===== config.mk =====
export PLATFORM = sky130hd
export DESIGN_NAME = ps2_mouse_packet_cursor_tracker_flat
export DESIGN_NICKNAME = d
export VERILOG_FILES = /design/src/hdl/ps2mct_pkg.sv /design/src/hdl/ps2mct_byte_if.sv /design/src/hdl/ps2mct_result_if.sv /design/src/hdl/ps2mct_cfg_if.sv /design/src/hdl/ps2mct_front.sv /design/src/hdl/ps2mct_queue.sv /design/src/hdl/ps2mct_back.sv /design/src/hdl/ps2_mouse_packet_cursor_tracker.sv /design/src/flat_wrapper.sv
export SDC_FILE = /design/constraint.sdc
export NUM_CORES = 1
export LEC_CHECK = 0
export BUFFER_PORTS_ARGS = -buffer_cell sky130_fd_sc_hd__buf_2
export CORE_UTILIZATION = 60
export DETAILED_ROUTE_END_ITERATION = 16
export PLACE_DENSITY = 0.91
export SLEW_MARGIN = 20
export SYNTH_ARGS = -nofsm -noshare
export SYNTH_HDL_FRONTEND = slang
export SYNTH_SLANG_ARGS = --single-unit

===== constraint.sdc =====
create_clock -name clk -period 7.5 [get_ports clk]
set_input_delay 2.25 -clock clk [delete_from_list [all_inputs] [get_ports clk]]
set_output_delay 2.25 -clock clk [all_outputs]
set_load 0.01 [all_outputs]

===== src/hdl/ps2mct_pkg.sv =====
// Shared types and constants for the PS/2 mouse packet cursor tracker.
// Used by the result and config interfaces and every module of the block; depends on nothing.
package ps2mct_pkg;

  // Default parameter values.
  localparam int COORD_BITS_DEF  = 13;
  localparam int CURSOR_SIZE_DEF = 4;

  // Screen size after reset.
  localparam int RESET_WIDTH  = 1024;
  localparam int RESET_HEIGHT = 768;

  // Configuration register index width and register map.
  localparam int CFG_IDX_BITS = 2;
  typedef enum logic [CFG_IDX_BITS-1:0] {
    REG_SCREEN_WIDTH  = 2'd0,
    REG_SCREEN_HEIGHT = 2'd1
  } cfg_reg_t;

  // Protocol constants of the mouse byte stream.
  localparam logic [7:0] ACK_BYTE       = 8'hFA;
  localparam int         HDR_SYNC_BIT   = 3;
  localparam logic [7:0] OVERFLOW_MASK  = 8'hC0;
  localparam logic [1:0] POS_FIRST      = 2'd0;
  localparam logic [1:0] POS_LAST       = 2'd2;

  // Depth of the queue between front and back.
  localparam int QUEUE_DEPTH = 2;

  // Result status codes.
  typedef enum logic [2:0] {
    ST_STORED   = 3'd0,
    ST_ACK      = 3'd1,
    ST_STRAY    = 3'd2,
    ST_MOVED    = 3'd3,
    ST_OVERFLOW = 3'd4
  } status_t;

  // One classified item handed from the front to the back.
  typedef struct packed {
    status_t    status;
    logic [7:0] header_byte;
    logic [7:0] x_byte;
    logic [7:0] y_byte;
  } item_t;

endpackage


===== src/hdl/ps2mct_byte_if.sv =====
// Channel interface for raw mouse bytes (valid/ready plus one data byte).
// No dependency on ps2mct_pkg or on any other file.
interface ps2mct_byte_if;
  logic       valid;
  logic       ready;
  logic [7:0] data_byte;

  modport source (output valid, output data_byte, input ready);
  modport sink   (input valid, input data_byte, output ready);
endinterface


===== src/hdl/ps2mct_result_if.sv =====
// Channel interface for result items: status, cursor positions and packet bytes.
// Depends on ps2mct_pkg for the default coordinate width.
interface ps2mct_result_if #(
  parameter int COORD_BITS = ps2mct_pkg::COORD_BITS_DEF
);
  logic                  valid;
  logic                  ready;
  logic [2:0]            status;
  logic [COORD_BITS-1:0] cursor_x;
  logic [COORD_BITS-1:0] cursor_y;
  logic [COORD_BITS-1:0] prev_x;
  logic [COORD_BITS-1:0] prev_y;
  logic [7:0]            header_byte;
  logic [7:0]            x_byte;
  logic [7:0]            y_byte;

  modport source (output valid, output status, output cursor_x, output cursor_y,
                  output prev_x, output prev_y, output header_byte, output x_byte,
                  output y_byte, input ready);
  modport sink   (input valid, input status, input cursor_x, input cursor_y,
                  input prev_x, input prev_y, input header_byte, input x_byte,
                  input y_byte, output ready);
endinterface


===== src/hdl/ps2mct_cfg_if.sv =====
// Configuration write channel: valid/ready, register index and write data.
// Depends on ps2mct_pkg for the index width and default data width.
interface ps2mct_cfg_if #(
  parameter int COORD_BITS = ps2mct_pkg::COORD_BITS_DEF
);
  import ps2mct_pkg::*;

  logic                    valid;
  logic                    ready;
  logic [CFG_IDX_BITS-1:0] index;
  logic [COORD_BITS-1:0]   data;

  modport source (output valid, output index, output data, input ready);
  modport sink   (input valid, input index, input data, output ready);
endinterface


===== src/hdl/ps2mct_front.sv =====
// Front part: accepts mouse bytes, tracks the packet position and classifies
// each item before it enters the queue. Depends on ps2mct_pkg and ps2mct_byte_if.
module ps2mct_front (
  input  logic                clk,
  input  logic                rst,
  ps2mct_byte_if.sink         mouse,
  input  logic                queue_full,
  output logic                push,
  output ps2mct_pkg::item_t   push_item
);
  import ps2mct_pkg::*;

  logic [1:0] byte_position;
  logic [1:0] byte_position_next;
  logic [7:0] packet_store [2];
  logic [1:0] pos_eff;
  logic       store_en;
  logic [7:0] byte_in;

  assign byte_in     = mouse.data_byte;
  assign mouse.ready = !queue_full;
  assign push        = mouse.valid && !queue_full;

  // An out-of-range position counts as the start of a packet.
  assign pos_eff = (byte_position > POS_LAST) ? POS_FIRST : byte_position;

  // Classify the byte against the current packet position.
  always_comb begin
    push_item          = '{status: ST_STORED, header_byte: 8'h00, x_byte: 8'h00,
                           y_byte: 8'h00};
    byte_position_next = pos_eff;
    store_en           = 1'b0;
    priority if (pos_eff == POS_FIRST && byte_in == ACK_BYTE) begin
      push_item.status = ST_ACK;
    end else if (pos_eff == POS_FIRST && !byte_in[HDR_SYNC_BIT]) begin
      push_item.status = ST_STRAY;
    end else if (pos_eff < POS_LAST) begin
      push_item.status   = ST_STORED;
      store_en           = 1'b1;
      byte_position_next = pos_eff + 2'd1;
    end else begin
      push_item.header_byte = packet_store[0];
      push_item.x_byte      = packet_store[1];
      push_item.y_byte      = byte_in;
      byte_position_next    = POS_FIRST;
      push_item.status      = ((packet_store[0] & OVERFLOW_MASK) == 8'h00) ?
                              ST_MOVED : ST_OVERFLOW;
    end
  end

  // Packet position counter.
  always_ff @(posedge clk) begin
    if (rst) begin
      byte_position <= POS_FIRST;
    end else if (push) begin
      byte_position <= byte_position_next;
    end
  end

  // Header and X bytes are held until the packet completes.
  always_ff @(posedge clk) begin
    if (push && store_en) begin
      packet_store[pos_eff[0]] <= byte_in;
    end
  end

endmodule


===== src/hdl/ps2mct_queue.sv =====
// Short queue of classified items between the front and the back.
// Depends on ps2mct_pkg for the item type and depth.
module ps2mct_queue (
  input  logic              clk,
  input  logic              rst,
  input  logic              push,
  input  ps2mct_pkg::item_t push_item,
  input  logic              pop,
  output logic              full,
  output logic              empty,
  output ps2mct_pkg::item_t head
);
  import ps2mct_pkg::*;

  localparam int PTR_BITS = $clog2(QUEUE_DEPTH);

  item_t               entries [QUEUE_DEPTH];
  logic [PTR_BITS-1:0] wr_ptr;
  logic [PTR_BITS-1:0] rd_ptr;
  logic [PTR_BITS:0]   count;
  logic                do_push;
  logic                do_pop;

  assign full    = (count == (PTR_BITS + 1)'(QUEUE_DEPTH));
  assign empty   = (count == '0);
  assign do_push = push && !full;
  assign do_pop  = pop && !empty;
  assign head    = entries[rd_ptr];

  // Pointers and fill count.
  always_ff @(posedge clk) begin
    if (rst) begin
      wr_ptr <= '0;
      rd_ptr <= '0;
      count  <= '0;
    end else begin
      if (do_push) begin
        wr_ptr <= (wr_ptr == PTR_BITS'(QUEUE_DEPTH - 1)) ? '0 : wr_ptr + 1'b1;
      end
      if (do_pop) begin
        rd_ptr <= (rd_ptr == PTR_BITS'(QUEUE_DEPTH - 1)) ? '0 : rd_ptr + 1'b1;
      end
      unique case ({do_push, do_pop})
        2'b10:   count <= count + 1'b1;
        2'b01:   count <= count - 1'b1;
        default: count <= count;
      endcase
    end
  end

  // Item storage.
  always_ff @(posedge clk) begin
    if (do_push) begin
      entries[wr_ptr] <= push_item;
    end
  end

endmodule


===== src/hdl/ps2mct_back.sv =====
// Back part: holds screen size and cursor position, applies moves with clamping
// and registers each result item. Depends on ps2mct_pkg and the result/config interfaces.
module ps2mct_back #(
  parameter int COORD_BITS  = ps2mct_pkg::COORD_BITS_DEF,
  parameter int CURSOR_SIZE = ps2mct_pkg::CURSOR_SIZE_DEF
) (
  input  logic              clk,
  input  logic              rst,
  input  logic              empty,
  input  ps2mct_pkg::item_t head,
  output logic              pop,
  ps2mct_cfg_if.sink        cfg,
  ps2mct_result_if.source   result
);
  import ps2mct_pkg::*;

  localparam int W = COORD_BITS + 2;
  localparam logic [COORD_BITS-1:0] RST_W = COORD_BITS'(RESET_WIDTH);
  localparam logic [COORD_BITS-1:0] RST_H = COORD_BITS'(RESET_HEIGHT);

  logic [COORD_BITS-1:0] screen_width;
  logic [COORD_BITS-1:0] screen_height;
  logic [COORD_BITS-1:0] pos_x;
  logic [COORD_BITS-1:0] pos_y;
  logic [COORD_BITS-1:0] pos_x_next;
  logic [COORD_BITS-1:0] pos_y_next;
  logic signed [W-1:0]   delta_x;
  logic signed [W-1:0]   delta_y;
  logic                  is_move;

  // Add a signed delta and clamp to [0, size - CURSOR_SIZE].
  function automatic logic [COORD_BITS-1:0] move_axis(
    input logic [COORD_BITS-1:0] pos,
    input logic signed [W-1:0]   delta,
    input logic [COORD_BITS-1:0] size
  );
    logic signed [W-1:0] limit;
    logic signed [W-1:0] v;
    limit = $signed({2'b00, size}) - $signed(W'(CURSOR_SIZE));
    v     = $signed({2'b00, pos}) + delta;
    if (limit < 0) limit = '0;
    if (v < 0) v = '0;
    if (v > limit) v = limit;
    return v[COORD_BITS-1:0];
  endfunction

  // The Y axis of the mouse points up, so its delta is negated.
  assign delta_x = $signed({{(W-8){head.x_byte[7]}}, head.x_byte});
  assign delta_y = -$signed({{(W-8){head.y_byte[7]}}, head.y_byte});
  assign is_move = (head.status == ST_MOVED);

  assign pos_x_next = is_move ? move_axis(pos_x, delta_x, screen_width)  : pos_x;
  assign pos_y_next = is_move ? move_axis(pos_y, delta_y, screen_height) : pos_y;

  // Take an item whenever the output register is free or being emptied.
  assign pop       = !empty && (!result.valid || result.ready);
  assign cfg.ready = 1'b1;

  // Screen size and cursor position; a size write recenters its axis.
  always_ff @(posedge clk) begin
    if (rst) begin
      screen_width  <= RST_W;
      screen_height <= RST_H;
      pos_x         <= RST_W >> 1;
      pos_y         <= RST_H >> 1;
    end else begin
      if (pop) begin
        pos_x <= pos_x_next;
        pos_y <= pos_y_next;
      end
      if (cfg.valid) begin
        unique case (cfg.index)
          REG_SCREEN_WIDTH: begin
            screen_width <= cfg.data;
            pos_x        <= cfg.data >> 1;
          end
          REG_SCREEN_HEIGHT: begin
            screen_height <= cfg.data;
            pos_y         <= cfg.data >> 1;
          end
          default: ;
        endcase
      end
    end
  end

  // Output valid flag.
  always_ff @(posedge clk) begin
    if (rst) begin
      result.valid <= 1'b0;
    end else if (pop) begin
      result.valid <= 1'b1;
    end else if (result.ready) begin
      result.valid <= 1'b0;
    end
  end

  // Output payload register.
  always_ff @(posedge clk) begin
    if (pop) begin
      result.status      <= head.status;
      result.cursor_x    <= pos_x_next;
      result.cursor_y    <= pos_y_next;
      result.prev_x      <= pos_x;
      result.prev_y      <= pos_y;
      result.header_byte <= head.header_byte;
      result.x_byte      <= head.x_byte;
      result.y_byte      <= head.y_byte;
    end
  end

endmodule


===== src/hdl/ps2_mouse_packet_cursor_tracker.sv =====
// PS/2 mouse packet decoder and cursor tracker, top level.
// Depends on ps2mct_pkg, the channel interfaces, ps2mct_front, ps2mct_queue and ps2mct_back.
//
// Raw mouse bytes enter on the mouse channel at up to one item per cycle while the queue
// is not full; every byte produces exactly one result item via the queue and the output
// register. The front tracks the three-byte packet position, reports acknowledge bytes
// and stray bytes at packet start with their own status, classifies overflow packets;
// a two-entry queue lets it keep accepting until full while the back is stalled. The
// back adds the X delta, subtracts the Y delta, clamps each axis to 0 .. screen size
// minus CURSOR_SIZE and registers the result, one item per cycle while the result
// channel is not stalled. Writing a screen size register sets the matching axis to half
// the size; configuration writes are accepted every cycle but belong between items only.
module ps2_mouse_packet_cursor_tracker #(
  parameter int COORD_BITS  = ps2mct_pkg::COORD_BITS_DEF,
  parameter int CURSOR_SIZE = ps2mct_pkg::CURSOR_SIZE_DEF
) (
  input  logic            clk,
  input  logic            rst,
  ps2mct_byte_if.sink     mouse,
  ps2mct_cfg_if.sink      cfg,
  ps2mct_result_if.source cursor
);
  import ps2mct_pkg::*;

  logic  push;
  logic  pop;
  logic  queue_full;
  logic  queue_empty;
  item_t push_item;
  item_t head;

  // Byte intake and classification.
  ps2mct_front u_front (
    .clk        (clk),
    .rst        (rst),
    .mouse      (mouse),
    .queue_full (queue_full),
    .push       (push),
    .push_item  (push_item)
  );

  // Queue between classification and cursor update.
  ps2mct_queue u_queue (
    .clk       (clk),
    .rst       (rst),
    .push      (push),
    .push_item (push_item),
    .pop       (pop),
    .full      (queue_full),
    .empty     (queue_empty),
    .head      (head)
  );

  // Cursor update and result register.
  ps2mct_back #(
    .COORD_BITS  (COORD_BITS),
    .CURSOR_SIZE (CURSOR_SIZE)
  ) u_back (
    .clk    (clk),
    .rst    (rst),
    .empty  (queue_empty),
    .head   (head),
    .pop    (pop),
    .cfg    (cfg),
    .result (cursor)
  );

endmodule


===== src/flat_wrapper.sv =====
// flat-port wrapper written by rule: the top's interface ports become plain ports
module ps2_mouse_packet_cursor_tracker_flat import ps2mct_pkg::*;
#(
  parameter int COORD_BITS  = ps2mct_pkg::COORD_BITS_DEF,
  parameter int CURSOR_SIZE = ps2mct_pkg::CURSOR_SIZE_DEF
)
  (clk, rst, mouse_valid, mouse_data_byte, mouse_ready, cfg_valid, cfg_index, cfg_data, cfg_ready, cursor_valid, cursor_status, cursor_cursor_x, cursor_cursor_y, cursor_prev_x, cursor_prev_y, cursor_header_byte, cursor_x_byte, cursor_y_byte, cursor_ready);
  ps2mct_byte_if mouse_i ();
  ps2mct_cfg_if #(.COORD_BITS(COORD_BITS)) cfg_i ();
  ps2mct_result_if #(.COORD_BITS(COORD_BITS)) cursor_i ();
  input  logic clk;
  input  logic rst;
  input wire logic [$bits(mouse_i.valid)-1:0] mouse_valid;
  input wire logic [$bits(mouse_i.data_byte)-1:0] mouse_data_byte;
  output wire logic [$bits(mouse_i.ready)-1:0] mouse_ready;
  input wire logic [$bits(cfg_i.valid)-1:0] cfg_valid;
  input wire logic [$bits(cfg_i.index)-1:0] cfg_index;
  input wire logic [$bits(cfg_i.data)-1:0] cfg_data;
  output wire logic [$bits(cfg_i.ready)-1:0] cfg_ready;
  output wire logic [$bits(cursor_i.valid)-1:0] cursor_valid;
  output wire logic [$bits(cursor_i.status)-1:0] cursor_status;
  output wire logic [$bits(cursor_i.cursor_x)-1:0] cursor_cursor_x;
  output wire logic [$bits(cursor_i.cursor_y)-1:0] cursor_cursor_y;
  output wire logic [$bits(cursor_i.prev_x)-1:0] cursor_prev_x;
  output wire logic [$bits(cursor_i.prev_y)-1:0] cursor_prev_y;
  output wire logic [$bits(cursor_i.header_byte)-1:0] cursor_header_byte;
  output wire logic [$bits(cursor_i.x_byte)-1:0] cursor_x_byte;
  output wire logic [$bits(cursor_i.y_byte)-1:0] cursor_y_byte;
  input wire logic [$bits(cursor_i.ready)-1:0] cursor_ready;
  assign mouse_i.valid = mouse_valid;
  assign mouse_i.data_byte = mouse_data_byte;
  assign mouse_ready = mouse_i.ready;
  assign cfg_i.valid = cfg_valid;
  assign cfg_i.index = cfg_index;
  assign cfg_i.data = cfg_data;
  assign cfg_ready = cfg_i.ready;
  assign cursor_valid = cursor_i.valid;
  assign cursor_status = cursor_i.status;
  assign cursor_cursor_x = cursor_i.cursor_x;
  assign cursor_cursor_y = cursor_i.cursor_y;
  assign cursor_prev_x = cursor_i.prev_x;
  assign cursor_prev_y = cursor_i.prev_y;
  assign cursor_header_byte = cursor_i.header_byte;
  assign cursor_x_byte = cursor_i.x_byte;
  assign cursor_y_byte = cursor_i.y_byte;
  assign cursor_i.ready = cursor_ready;
  ps2_mouse_packet_cursor_tracker #(.COORD_BITS(COORD_BITS), .CURSOR_SIZE(CURSOR_SIZE)) u_core (.clk(clk), .rst(rst), .mouse(mouse_i), .cfg(cfg_i), .cursor(cursor_i));
endmodule

==> impl_metrics.prom, run 1 <==
# TYPE chip_impl_metric gauge
chip_impl_info{name="outcome",value="complete, no violations"} 1
chip_impl_info{name="netlist_top_cells_area",value="sky130_fd_sc_hd__edfxtp_1 41%, sky130_fd_sc_hd__dfxtp_1 11%, sky130_fd_sc_hd__ha_1 6.4%, sky130_fd_sc_hd__nand2_1 5.1%, sky130_fd_sc_hd__a21oi_1 3.7%"} 1
chip_impl_metric{name="grt_first_pass_wirelength",unit="um"} 41600
chip_impl_metric{name="ys_ff_latch",unit=""} 209
chip_impl_metric{name="global_route.overflow_total",unit=""} 0
chip_impl_metric{name="synthDistinctLibCells",unit=""} 82
chip_impl_metric{name="post-cts-setup-buffers",unit=""} 0
chip_impl_info{name="criticalPathCategory",value="flip-flop to flip-flop"} 1
chip_impl_metric{name="proportion_of_netlist_area_held_by_the_largest_area_contributor",unit="%"} 41.1
chip_impl_metric{name="synth.yosys.seq_area_share",unit="%"} 52.1
chip_impl_metric{name="final_replace_weighted_congestion",unit=""} 0.982
chip_impl_metric{name="groute.layer.met2.usage",unit="%"} 47.2
chip_impl_metric{name="cts_buf_count",unit=""} 23
chip_impl_metric{name="cts.clk_slew.worst_paths",unit="ns"} 0.06
chip_impl_metric{name="first_pass_iters",unit=""} 5
chip_impl_metric{name="antenna_left",unit=""} 0
chip_impl_info{name="gr-max-usage-layer",value="met2"} 1
chip_impl_metric{name="initial_core_util",unit="%"} 62.1
chip_impl_metric{name="route.detailed.wl_per_inst",unit="um"} 19.0
chip_impl_metric{name="grt_use_met1",unit="%"} 39.0
chip_impl_metric{name="postSynth.asyncResetShare",unit="%"} 0
chip_impl_metric{name="cts_hold_buffers",unit=""} 0
chip_impl_metric{name="die_y",unit="um"} 137
chip_impl_metric{name="maxCapViolations",unit=""} 0
chip_impl_metric{name="ir_worst_vdd",unit="V"} 0.000353
chip_impl_metric{name="pin_count",unit=""} 110
chip_impl_metric{name="antenna_found_initial",unit=""} 0
chip_impl_metric{name="vias",unit=""} 8560
chip_impl_metric{name="timing_hold_violations_final",unit=""} 0
chip_impl_metric{name="critPathRequiredTime",unit="ns"} 7.91
chip_impl_metric{name="max_clock_buf_depth",unit=""} 3
chip_impl_metric{name="grt_start_max_net_pins",unit=""} 84
chip_impl_info{name="yosys.area.top_type",value="sky130_fd_sc_hd__edfxtp_1"} 1
chip_impl_metric{name="synthAdderAreaFrac",unit="%"} 6.80
chip_impl_info{name="most_common_library_cells_after_synthesis",value="149 x sky130_fd_sc_hd__edfxtp_1, 149 x sky130_fd_sc_hd__nand2_1, 88 x sky130_fd_sc_hd__nor2_1"} 1
chip_impl_metric{name="timing_worst_slew_pin_value",unit="ns"} 1.09
chip_impl_metric{name="layout-drive-gt1-share",unit="%"} 18.2
chip_impl_metric{name="xor_xnor_fraction_of_synth_area",unit="%"} 2.65
chip_impl_info{name="critical_path.startpoint_type",value="flip-flop"} 1
chip_impl_metric{name="first_global_vias",unit=""} 8073
chip_impl_metric{name="timing.final.setup_violations",unit=""} 0
chip_impl_info{name="synth_top_family_by_area",value="simple AND/OR/NAND/NOR gates"} 1
chip_impl_info{name="tritoncts",value="done"} 1
chip_impl_metric{name="netlist_instances",unit=""} 1044
chip_impl_metric{name="worstHoldPathCells",unit=""} 2
chip_impl_metric{name="antennaDiodeCount",unit=""} 0
chip_impl_metric{name="nFillCells",unit=""} 1238
chip_impl_metric{name="worst_r2r_path_depth",unit=""} 21
chip_impl_metric{name="placed_cell_area",unit="mm2"} 0.0116
chip_impl_metric{name="p_leak",unit="nW"} 5.21
chip_impl_metric{name="postSynthNetCount",unit=""} 1130
chip_impl_metric{name="detail_placement_hpwl",unit="um"} 18500
chip_impl_metric{name="yosys.area_share.simple",unit="%"} 17.8
chip_impl_metric{name="rows",unit=""} 48
chip_impl_metric{name="core_area",unit="mm2"} 0.0175
chip_impl_info{name="grt_setup_unrepaired",value="no"} 1
chip_impl_info{name="clk_root_buffer_cell",value="sky130_fd_sc_hd__clkbuf_16"} 1
chip_impl_metric{name="layout.cell_area.non_filler",unit="mm2"} 0.0125
chip_impl_metric{name="die-area",unit="mm2"} 0.0187
chip_impl_metric{name="total_negative_slack_for_setup_checks",unit="ns"} 0
chip_impl_metric{name="timing.final.crit_share",unit="%"} 80.5
chip_impl_metric{name="finish.net_count",unit=""} 1238
chip_impl_metric{name="synth-compound-area-share",unit="%"} 12.9
chip_impl_metric{name="post_synth_instance_area",unit="mm2"} 0.0109
chip_impl_metric{name="worst_skew_pair.late_latency",unit="ns"} 0.53
chip_impl_metric{name="power.density_cell_area",unit="mW/mm2"} 419
chip_impl_metric{name="max_clock_freq",unit="MHz"} 166
chip_impl_info{name="crit_path_end_kind",value="flip-flop"} 1
chip_impl_metric{name="average_footprint_of_a_synthesized_cell",unit="um2"} 10.4
chip_impl_metric{name="clock-skew-final",unit="ns"} 0.0117
chip_impl_metric{name="yosys_warnings",unit=""} 0
chip_impl_metric{name="port-buffer-count",unit=""} 108
chip_impl_metric{name="path_max_fanout",unit=""} 17
chip_impl_info{name="synth_flop_cell",value="sky130_fd_sc_hd__edfxtp_1"} 1
chip_impl_metric{name="area.sequential",unit="mm2"} 0.00568
chip_impl_metric{name="finalMaxSlewViolations",unit=""} 0
chip_impl_metric{name="remaining_drc_errors",unit=""} 0
chip_impl_metric{name="area_growth",unit="%"} 14.5
chip_impl_metric{name="synth_enable_flop_cells",unit=""} 149
chip_impl_metric{name="yosys-mux-area-fraction",unit="%"} 4.72
chip_impl_metric{name="die-width",unit="um"} 137
chip_impl_metric{name="post_drt_via_cell_ratio",unit=""} 6.14
chip_impl_metric{name="grt_use_total",unit="%"} 29.1
chip_impl_info{name="hold_class",value="flip-flop to flip-flop"} 1
chip_impl_metric{name="grt.met3_usage",unit="%"} 4.70
chip_impl_metric{name="drt_iter0_drc",unit=""} 865
chip_impl_metric{name="period_minus_slack",unit="ns"} 6.03
chip_impl_metric{name="multi_input_comb_area",unit="mm2"} 0.00490
chip_impl_metric{name="tritoncts_sink_count",unit=""} 209
chip_impl_metric{name="htree_num_levels",unit=""} 1
chip_impl_metric{name="timing.critical_path.arrival",unit="ns"} 6.45
chip_impl_metric{name="drt_wl_total",unit="um"} 26500
chip_impl_metric{name="worst_slew_margin_rel",unit="%"} 27.4
chip_impl_metric{name="cts_repair_resize_count",unit=""} 0
-- kinds of logic after synthesis --
family	Yosys count
other	1
XOR/XNOR	33
AND/OR/NAND/NOR	393
multiplexers	48
buffers and inverters	81
AO/OA/AOI/OAI	221
flip-flops	209
adder cells (fa/ha/maj)	58
-- power breakdown --
group          internal (W)  switching, W
Sequential          0.00162      0.000131
Clock              0.000740      0.000481
Combinational      0.000827       0.00143
Total               0.00318       0.00204
-- per-stage QoR --
stage / utilization (%) / total power, W / hold WS (ns) / cells / setup WS, ns
after floorplan: - / 0.00338 / 0.408 / 1044 / 2.10
after global placement: 66.4 / 0.00390 / 0.447 / 1352 / 1.71
after detailed placement: 66.4 / 0.00396 / 0.452 / 1352 / 1.56
after CTS: 71.1 / 0.00519 / 0.462 / 1394 / 1.52
after global routing: 71.1 / 0.00550 / 0.487 / 1394 / 0.850
final: 71.1 / 0.00522 / 0.467 / 1394 / 1.47
-- path summary, 6_finish.rpt --
path | from | slack [ns] | endpoint
setup / recovery | flip-flop | 1.47 | u_core.u_back.pos_x[9]
hold / removal | u_core.u_back.screen_width[0] | 0.47 | u_core.u_back.screen_width[0]
setup reg to reg | flip-flop | 1.47 | u_core.u_back.pos_x[9]
hold reg to reg | u_core.u_back.screen_width[0] | 0.47 | u_core.u_back.screen_width[0]
-- flip-flops by register name (all words and copies together), names as in the netlist, 2 cells and up, named ones only --
| signal | cells |
|---|---|
| u_core.u_queue.entries | 54 |
| u_core.u_back.pos_y | 13 |
| u_core.u_front.byte_position | 2 |
| u_core.u_back.result.prev_x | 13 |
| u_core.u_back.result.cursor_y | 13 |
| u_core.u_back.result.y_byte | 8 |
| u_core.u_front.packet_store | 16 |
| u_core.u_back.result.prev_y | 13 |
| u_core.u_back.result.x_byte | 8 |
| u_core.u_back.result.status | 3 |
| u_core.u_back.result.header_byte | 8 |
| u_core.u_back.pos_x | 13 |
| u_core.u_back.result.cursor_x | 13 |
| u_core.u_queue.count | 2 |
| u_core.u_back.screen_width | 13 |
| u_core.u_back.screen_height | 13 |
-- worst max-delay path: stages, from the launching register on --
cell	delay [ns]
sky130_fd_sc_hd__dfxtp_1	0.90
sky130_fd_sc_hd__mux2_2	0.44
sky130_fd_sc_hd__ha_1	0.22
sky130_fd_sc_hd__fa_1	0.50
sky130_fd_sc_hd__a211oi_2	0.31
sky130_fd_sc_hd__o21a_1	0.23
sky130_fd_sc_hd__nor3_2	0.09
sky130_fd_sc_hd__o31a_2	0.35
sky130_fd_sc_hd__nor2_2	0.33
sky130_fd_sc_hd__nand2_1	0.14
sky130_fd_sc_hd__inv_1	0.08
sky130_fd_sc_hd__ha_1	0.24
sky130_fd_sc_hd__nor2b_1	0.15
sky130_fd_sc_hd__o21ai_0	0.27
sky130_fd_sc_hd__a211oi_1	0.14
sky130_fd_sc_hd__a311oi_1	0.26
sky130_fd_sc_hd__a21oi_1	0.11
sky130_fd_sc_hd__a211oi_2	0.34
sky130_fd_sc_hd__a31oi_4	0.18
sky130_fd_sc_hd__mux2_1	0.32
sky130_fd_sc_hd__nand2_1	0.06
sky130_fd_sc_hd__a211o_1	0.26
-- cell type report --
class	instances	share of cell area, %
Sequential cell	209	45.5
Multi-Input combinational cell	754	39.3
Clock buffer	28	5.02
Timing Repair Buffer	117	4.88
Tap cell	225	2.26
Clock inverter	14	1.59
Inverter	47	1.43
-- cells in the final DEF (no fill, tap or decap), types with 11 or more instances in the layout --
| master | synthesis | layout |
|---|---|---|
| sky130_fd_sc_hd__a21o_1 | 11 | 11 |
| sky130_fd_sc_hd__a21oi_1 | 81 | 81 |
| sky130_fd_sc_hd__a31oi_1 | 12 | 12 |
| sky130_fd_sc_hd__and3_1 | 34 | 34 |
| sky130_fd_sc_hd__buf_2 | 1 | 108 |
| sky130_fd_sc_hd__clkbuf_16 | 0 | 24 |
| sky130_fd_sc_hd__dfxtp_1 | 60 | 60 |
| sky130_fd_sc_hd__edfxtp_1 | 149 | 149 |
| sky130_fd_sc_hd__ha_1 | 56 | 56 |
| sky130_fd_sc_hd__inv_1 | 47 | 46 |
| sky130_fd_sc_hd__mux2_2 | 20 | 20 |
| sky130_fd_sc_hd__mux2i_1 | 25 | 25 |
| sky130_fd_sc_hd__nand2_1 | 149 | 149 |
| sky130_fd_sc_hd__nand3_1 | 22 | 22 |
| sky130_fd_sc_hd__nor2_1 | 88 | 85 |
| sky130_fd_sc_hd__nor3_1 | 30 | 30 |
| sky130_fd_sc_hd__o21ai_0 | 31 | 31 |
| sky130_fd_sc_hd__o21ai_1 | 19 | 19 |
| sky130_fd_sc_hd__xnor2_1 | 19 | 19 |
| sky130_fd_sc_hd__xor2_1 | 14 | 14 |
-- metal layers --
layer,routed length [um],share of wire (%)
met5,0,0
met4,973,3.7
met3,2270,8.6
met2,12400,47
met1,10800,41
Note: power is estimated with default switching activity, not from simulation.
==> run 2, diff against run 1 <==
Settings changed: CORE_UTILIZATION 60 to 54, PLACE_DENSITY 0.91 to 0.87.
Clock period 7.5 ns to 5.3 ns, I/O delays scaled along.
==> run 2 against run 1 <==
Sequential power grew 40%; core utilization is 6.5 points lower; critical path depth did not move; final cell count rose by 4.2%; die area is 11% higher; sequential cell count stayed put; worst setup slack worse by 1.3 ns; non-clock buffer count increased by 19; critical path type unchanged.
==> impl_metrics.prom, run 2 (synthesis gave the netlist of run 1 again) <==
# TYPE chip_impl_metric gauge
chip_impl_metric{name="critical_path_buf_inv_count",unit=""} 3
chip_impl_metric{name="layout-drive-gt1-share",unit="%"} 20.3
chip_impl_metric{name="first_global_vias",unit=""} 7857
chip_impl_metric{name="initial_core_util",unit="%"} 55.6
chip_impl_metric{name="setup_ws",unit="ns"} 0.155
chip_impl_metric{name="rows",unit=""} 51
chip_impl_info{name="outcome",value="complete, no violations"} 1
chip_impl_metric{name="antenna_left",unit=""} 0
chip_impl_metric{name="cts_buf_count",unit=""} 22
chip_impl_info{name="worstHoldStart",value="u_core.u_back.screen_width[0]"} 1
chip_impl_metric{name="area_growth",unit="%"} 16.2
chip_impl_metric{name="htree_num_levels",unit=""} 1
chip_impl_metric{name="port-buffer-count",unit=""} 108
chip_impl_metric{name="path_max_fanout",unit=""} 7
chip_impl_metric{name="worst_skew_pair.late_latency",unit="ns"} 0.52
chip_impl_info{name="largest_register",value="u_core.u_queue.entries"} 1
chip_impl_metric{name="grt_start_max_net_pins",unit=""} 76
chip_impl_info{name="cpMaxStageDelayCell",value="sky130_fd_sc_hd__fa_2"} 1
chip_impl_metric{name="timing_worst_slew_pin_value",unit="ns"} 0.997
chip_impl_metric{name="critPathRequiredTime",unit="ns"} 5.69
chip_impl_metric{name="worst_r2r_path_depth",unit=""} 21
chip_impl_metric{name="layout.core_utilization",unit="%"} 64.6
chip_impl_metric{name="timing.final.setup_violations",unit=""} 0
chip_impl_metric{name="post_drt_via_cell_ratio",unit=""} 5.89
chip_impl_metric{name="drt_wl_total",unit="um"} 27300
chip_impl_metric{name="remaining_drc_errors",unit=""} 0
chip_impl_metric{name="grt_first_pass_wirelength",unit="um"} 41600
chip_impl_metric{name="die-area",unit="mm2"} 0.0207
chip_impl_metric{name="tritoncts_sink_count",unit=""} 209
chip_impl_metric{name="finish.net_count",unit=""} 1257
chip_impl_info{name="crit_path_end_kind",value="flip-flop"} 1
chip_impl_metric{name="final_replace_weighted_congestion",unit=""} 0.999
chip_impl_metric{name="die-width",unit="um"} 144
chip_impl_metric{name="core_area",unit="mm2"} 0.0196
chip_impl_metric{name="finalMaxSlewViolations",unit=""} 0
chip_impl_metric{name="max_clock_buf_depth",unit=""} 3
chip_impl_metric{name="placed_cells",unit=""} 1408
chip_impl_metric{name="p_leak",unit="nW"} 5.27
chip_impl_metric{name="clock-skew-final",unit="ns"} 0.0144
chip_impl_info{name="hold_class",value="flip-flop to flip-flop"} 1
chip_impl_metric{name="worst_setup_slack_before_clock_tree_synthesis",unit="ns"} -0.0461
chip_impl_metric{name="global_route.overflow_total",unit=""} 0
chip_impl_metric{name="die_y",unit="um"} 144
chip_impl_metric{name="antenna_found_initial",unit=""} 0
chip_impl_metric{name="stdcell_count",unit=""} 1452
chip_impl_info{name="cp_cell_sequence",value="mux2_2 > ha_1 > fa_2 > a211oi_4 > o21a_2 > nor3_4 > o31a_2 > buf_4 > or3_1 > inv_1 > ha_1 > o21ai_1 > a211oi_2 > a311oi_2 > a21oi_1 > a211oi_2 > buf_4 > a31oi_4 > nand2_1 > o21ai_0 > a2111oi_1"} 1
chip_impl_metric{name="layout.cell_area.non_filler",unit="mm2"} 0.0127
chip_impl_metric{name="hold-worst-slack",unit="ns"} 0.464
chip_impl_metric{name="power.density_cell_area",unit="mW/mm2"} 591
chip_impl_info{name="criticalPathCategory",value="flip-flop to flip-flop"} 1
chip_impl_metric{name="maxCapViolations",unit=""} 0
chip_impl_info{name="clk_root_buffer_cell",value="sky130_fd_sc_hd__clkbuf_16"} 1
chip_impl_metric{name="period_minus_slack",unit="ns"} 5.15
chip_impl_metric{name="timing.critical_path.arrival",unit="ns"} 5.54
chip_impl_metric{name="max_clock_freq",unit="MHz"} 194
chip_impl_metric{name="placed_cell_area",unit="mm2"} 0.0118
chip_impl_metric{name="antennaDiodeCount",unit=""} 0
chip_impl_metric{name="largest_reg_flops",unit=""} 54
chip_impl_metric{name="detail_placement_hpwl",unit="um"} 19500
chip_impl_metric{name="grt_use_total",unit="%"} 26.4
chip_impl_metric{name="worst_slew_margin_rel",unit="%"} 33.5
chip_impl_metric{name="ir_worst_vdd",unit="V"} 0.000334
chip_impl_metric{name="drt_iter0_drc",unit=""} 871
chip_impl_metric{name="route.detailed.wl_per_inst",unit="um"} 18.8
chip_impl_metric{name="vias",unit=""} 8554
chip_impl_metric{name="first_pass_iters",unit=""} 7
chip_impl_info{name="crit_family",value="compound AO/OA/AOI/OAI gates"} 1
chip_impl_info{name="critical_path.startpoint_type",value="flip-flop"} 1
chip_impl_info{name="tritoncts",value="done"} 1
chip_impl_metric{name="cts.clk_slew.worst_paths",unit="ns"} 0.06
chip_impl_metric{name="worst_path_largest_cell_delay",unit="ns"} 0.45
chip_impl_metric{name="worstHoldPathCells",unit=""} 2
chip_impl_metric{name="timing_hold_violations_final",unit=""} 0
chip_impl_metric{name="pin_count",unit=""} 110
chip_impl_metric{name="critical_path_depth",unit=""} 21
chip_impl_metric{name="timing.final.crit_share",unit="%"} 97.1
chip_impl_info{name="final_cell_mix",value="149 x sky130_fd_sc_hd__nand2_1, 149 x sky130_fd_sc_hd__edfxtp_1, 108 x sky130_fd_sc_hd__buf_2"} 1
-- run 2: final cells by class --
type	instances	area [um2]
fill	1521	6930
sequential	209	5680
multi-input combinational	755	4990
timing repair buffer	136	763
clock buffer	33	643
tap	265	332
inverter	47	178
clock inverter	7	76.3
-- run 2: timing repair --
action | in CTS | in global routing
pin swaps | 2 | 6
hold buffers | 0 | 0
resized for setup | 2 | 18
buffers inserted | 1 | 2
gates cloned | 0 | 1
hold endpoints to repair | 0 | 0
endpoints found under the setup margin | 5 | 47
-- run 2: tightest hold or removal path: cells and delay by family, from the launching register on --
kind / cells / cell delay [ns]
flip-flops: 1 / 0.31
AO/OA/AOI/OAI: 1 / 0.05
AND/OR/NAND/NOR: 1 / 0.05
-- run 2: worst paths after layout --
path                                   end  slack, ns
min reg2reg  u_core.u_back.screen_width[0]       0.46
max reg2reg        u_core.u_back.pos_x[12]       0.15
min          u_core.u_back.screen_width[0]       0.46
max                u_core.u_back.pos_x[12]       0.15
-- run 2: per-layer routing --
layer  up-vias  GRT usage (%)  wire [um]
met1      4062           35.0      11400
met3        71           3.87       1830
met5         -              0          0
met4         0           10.9        900
met2       371           43.4      13100
li1       4050              -          -
-- run 2: power breakdown --
part	switching [W]	internal [W]	leakage, nW
clock	0.000622	0.000892	0.346
combinational	0.00217	0.00135	3.01
sequential	0.000164	0.00229	1.92
total	0.00295	0.00453	5.27
-- run 2: stage by stage --
stage               TNS, ns  power, W
global route         -0.254   0.00789
floorplan                 0   0.00478
CTS                       0   0.00729
detailed placement  -0.0461   0.00574
global placement          0   0.00567
finish                    0   0.00748
==> run 3, diff against run 2 <==
Settings changed: CTS_CLUSTER_SIZE from default to 16, GPL_TIMING_DRIVEN from default to 0.
==> run 3 against run 2 <==
Final cell count grew 2.3%; clock power grew 7%; die area is the same; worst setup slack lost 0.098 ns; design area grew 3.2%; wire length grew 5.2%; combinational power grew 6.8%; via count grew 4.4%.
==> impl_metrics.prom, run 3 (synthesis gave the netlist of run 1 again) <==
# TYPE chip_impl_metric gauge
chip_impl_metric{name="clock_power_share",unit="%"} 20.7
chip_impl_metric{name="rows",unit=""} 51
chip_impl_metric{name="remaining_drc_errors",unit=""} 0
chip_impl_metric{name="clock-skew-final",unit="ns"} 0.0163
chip_impl_info{name="crit_family",value="compound AO/OA/AOI/OAI gates"} 1
chip_impl_metric{name="worst_slew_margin_rel",unit="%"} 22.9
chip_impl_info{name="tritoncts",value="done"} 1
chip_impl_metric{name="worst_skew_pair.late_latency",unit="ns"} 0.53
chip_impl_metric{name="first_global_vias",unit=""} 8122
chip_impl_info{name="critical_path.reg2reg.endpoint",value="u_core.u_back.result.cursor_x[11]"} 1
chip_impl_metric{name="htree_num_levels",unit=""} 1
chip_impl_metric{name="max_clock_buf_depth",unit=""} 3
chip_impl_info{name="cp_cell_sequence",value="buf_8 > buf_8 > mux2_4 > ha_4 > fa_2 > a211oi_2 > o21a_1 > nor3_4 > o31a_2 > nor2_4 > buf_6 > nand2_2 > inv_2 > ha_1 > and3_4 > a221o_1 > a311oi_1 > a21oi_1 > a211oi_2 > a31oi_4 > buf_6 > o211ai_1 > nand2_1"} 1
chip_impl_metric{name="maxCapViolations",unit=""} 0
chip_impl_metric{name="critical_path_buf_inv_count",unit=""} 5
chip_impl_info{name="final_cell_mix",value="149 x sky130_fd_sc_hd__edfxtp_1, 146 x sky130_fd_sc_hd__nand2_1, 108 x sky130_fd_sc_hd__buf_2"} 1
chip_impl_info{name="capture_point_of_the_critical_path",value="u_core.u_back.result.cursor_x[11]"} 1
chip_impl_info{name="crit_path_end_kind",value="flip-flop"} 1
chip_impl_metric{name="multi_input_comb_area",unit="mm2"} 0.00511
chip_impl_metric{name="area.sequential",unit="mm2"} 0.00568
chip_impl_metric{name="cts_buf_count",unit=""} 23
chip_impl_metric{name="max_clock_freq",unit="MHz"} 191
chip_impl_metric{name="r2r_slack",unit="ns"} 0.06
chip_impl_metric{name="die-width",unit="um"} 144
chip_impl_metric{name="finalMaxSlewViolations",unit=""} 0
chip_impl_info{name="layout_commonest_cell",value="sky130_fd_sc_hd__edfxtp_1"} 1
chip_impl_metric{name="placed_cell_area",unit="mm2"} 0.0118
chip_impl_info{name="clk_root_buffer_cell",value="sky130_fd_sc_hd__clkbuf_16"} 1
chip_impl_metric{name="first_pass_iters",unit=""} 6
chip_impl_metric{name="timing_hold_violations_final",unit=""} 0
chip_impl_metric{name="cts_hold_buffers",unit=""} 0
chip_impl_metric{name="nFillCells",unit=""} 1415
chip_impl_metric{name="layout-drive-gt1-share",unit="%"} 22.1
chip_impl_metric{name="die-area",unit="mm2"} 0.0207
chip_impl_metric{name="switchingPower",unit="W"} 0.00305
chip_impl_metric{name="layout.core_utilization",unit="%"} 66.7
chip_impl_metric{name="antennaDiodeCount",unit=""} 0
chip_impl_info{name="hold_class",value="flip-flop to flip-flop"} 1
chip_impl_metric{name="timing.final.crit_share",unit="%"} 98.9
chip_impl_metric{name="stdcell_count",unit=""} 1486
chip_impl_metric{name="global_route.overflow_total",unit=""} 0
chip_impl_metric{name="cellInternalPower",unit="W"} 0.00476
chip_impl_metric{name="timing.final.setup_violations",unit=""} 0
chip_impl_metric{name="die_y",unit="um"} 144
chip_impl_metric{name="vias",unit=""} 8931
chip_impl_metric{name="comb_power_share",unit="%"} 48.1
chip_impl_metric{name="power.density_cell_area",unit="mW/mm2"} 598
chip_impl_metric{name="grt_first_pass_wirelength",unit="um"} 42500
chip_impl_metric{name="hold-worst-slack",unit="ns"} 0.461
chip_impl_info{name="criticalPathCategory",value="flip-flop to flip-flop"} 1
chip_impl_metric{name="placed_cells",unit=""} 1420
chip_impl_metric{name="timing.critical_path.arrival",unit="ns"} 5.51
chip_impl_metric{name="layout.cell_area.non_filler",unit="mm2"} 0.0131
chip_impl_metric{name="route.detailed.wl_per_inst",unit="um"} 19.3
chip_impl_metric{name="drt_iter0_drc",unit=""} 820
chip_impl_metric{name="final_replace_weighted_congestion",unit=""} 0.946
chip_impl_metric{name="drt_wl_total",unit="um"} 28700
chip_impl_metric{name="worst_r2r_path_depth",unit=""} 23
chip_impl_metric{name="tritoncts_sink_count",unit=""} 209
chip_impl_metric{name="critPathRequiredTime",unit="ns"} 5.57
chip_impl_metric{name="power_frac_seq",unit="%"} 31.2
chip_impl_metric{name="critical_path_depth",unit=""} 23
chip_impl_metric{name="pin_count",unit=""} 110
chip_impl_metric{name="core_area",unit="mm2"} 0.0196
chip_impl_metric{name="detail_placement_hpwl",unit="um"} 20200
chip_impl_info{name="outcome",value="complete, no violations"} 1
chip_impl_metric{name="cts.clk_slew.worst_paths",unit="ns"} 0.06
chip_impl_metric{name="port-buffer-count",unit=""} 108
chip_impl_metric{name="largest_reg_flops",unit=""} 54
chip_impl_metric{name="initial_core_util",unit="%"} 55.6
chip_impl_metric{name="period_minus_slack",unit="ns"} 5.24
chip_impl_info{name="cpMaxStageDelayCell",value="sky130_fd_sc_hd__fa_2"} 1
chip_impl_metric{name="worst_path_largest_cell_delay",unit="ns"} 0.41
chip_impl_metric{name="area_growth",unit="%"} 20.0
chip_impl_metric{name="finish.net_count",unit=""} 1290
chip_impl_metric{name="post_drt_via_cell_ratio",unit=""} 6.01
chip_impl_metric{name="path_max_fanout",unit=""} 7
chip_impl_metric{name="grt_start_max_net_pins",unit=""} 51
chip_impl_metric{name="grt_use_total",unit="%"} 27.0
chip_impl_metric{name="p_total",unit="W"} 0.00782
chip_impl_info{name="largest_register",value="u_core.u_queue.entries"} 1
chip_impl_info{name="critical_path.startpoint_type",value="flip-flop"} 1
chip_impl_metric{name="switching_share",unit="%"} 39.1
chip_impl_metric{name="p_leak",unit="nW"} 5.39
chip_impl_metric{name="antenna_found_initial",unit=""} 0
chip_impl_metric{name="ir_worst_vdd",unit="V"} 0.000444
chip_impl_metric{name="timing_worst_slew_pin_value",unit="ns"} 1.15
chip_impl_metric{name="antenna_left",unit=""} 0
## run 3: cell count changes in the layout (fill, tap and decap cells not counted), sizes merged
| cell | change |
|---|---|
| a31oi | -1 |
| clkbuf | +28 |
| buf | +7 |
| inv | +2 |
| clkinvlp | -1 |
| clkinv | -2 |
| bufinv | +1 |
## run 3: cell type report
class / count / share of cell area (%)
tap: 265 / 2.54
sequential: 209 / 43.4
multi-input combinational: 754 / 39.1
timing repair buffer: 135 / 6.27
inverter: 47 / 1.39
clock buffer: 35 / 5.14
clock inverter: 7 / 0.766
buffer: 34 / 1.36
## run 3: worst min-delay path by stage
| stage | startpoint | end | cells past startpoint |
|---|---|---|---|
| 4_1_cts | u_core.u_back.screen_width[1] | u_core.u_back.screen_width[1] | 2 |
| 2_1_floorplan | u_core.u_back.pos_y[0] | u_core.u_back.result.prev_y[0] | 0 |
| 5_1_grt | u_core.u_back.screen_width[1] | u_core.u_back.screen_width[1] | 2 |
| 3_5_place_dp | u_core.u_back.screen_width[1] | u_core.u_back.screen_width[1] | 2 |
| 3_3_place_gp | u_core.u_back.screen_width[1] | u_core.u_back.screen_width[1] | 2 |
| 6_report | u_core.u_back.screen_width[1] | u_core.u_back.screen_width[1] | 2 |
## run 3: timing repair
action,in CTS,in global routing
cloned,1,0
gates resized for setup,12,53
setup endpoints to repair,52,52
buffers inserted,14,9
pin swaps,9,16
## run 3: worst min-delay path: stages (launching register included)
cell                      delay, ns
sky130_fd_sc_hd__dfxtp_1       0.31
sky130_fd_sc_hd__nand2_1       0.05
sky130_fd_sc_hd__a21oi_1       0.05
## run 3: power by group through the flow
stage | registers (W) | logic [W] | clock network, W
final | 0.00244 | 0.00376 | 0.00162
after global routing | 0.00247 | 0.00407 | 0.00169
after CTS | 0.00243 | 0.00344 | 0.00163
after detailed placement | 0.00246 | 0.00327 | 0
after global placement | 0.00249 | 0.00315 | 0
after floorplan | 0.00259 | 0.00218 | 0
## run 3: layer usage
layer	part of all wire, %	vias up	wire (um)	GRT usage [%]
met1	41	4308	11700	35.9
met4	3.3	0	932	11.0
met2	48	445	13800	44.1
met5	0	-	0	0
met3	8.0	66	2280	4.14
li1	-	4112	-	-
## run 3: through the flow
step | worst slack [ns] | TNS (ns)
floorplan | 0.0484 | 0
global placement | -0.655 | -22.48
detailed placement | -0.705 | -21.60
CTS | 0.00587 | 0
global route | -0.0933 | -0.701
finish | 0.0564 | 0
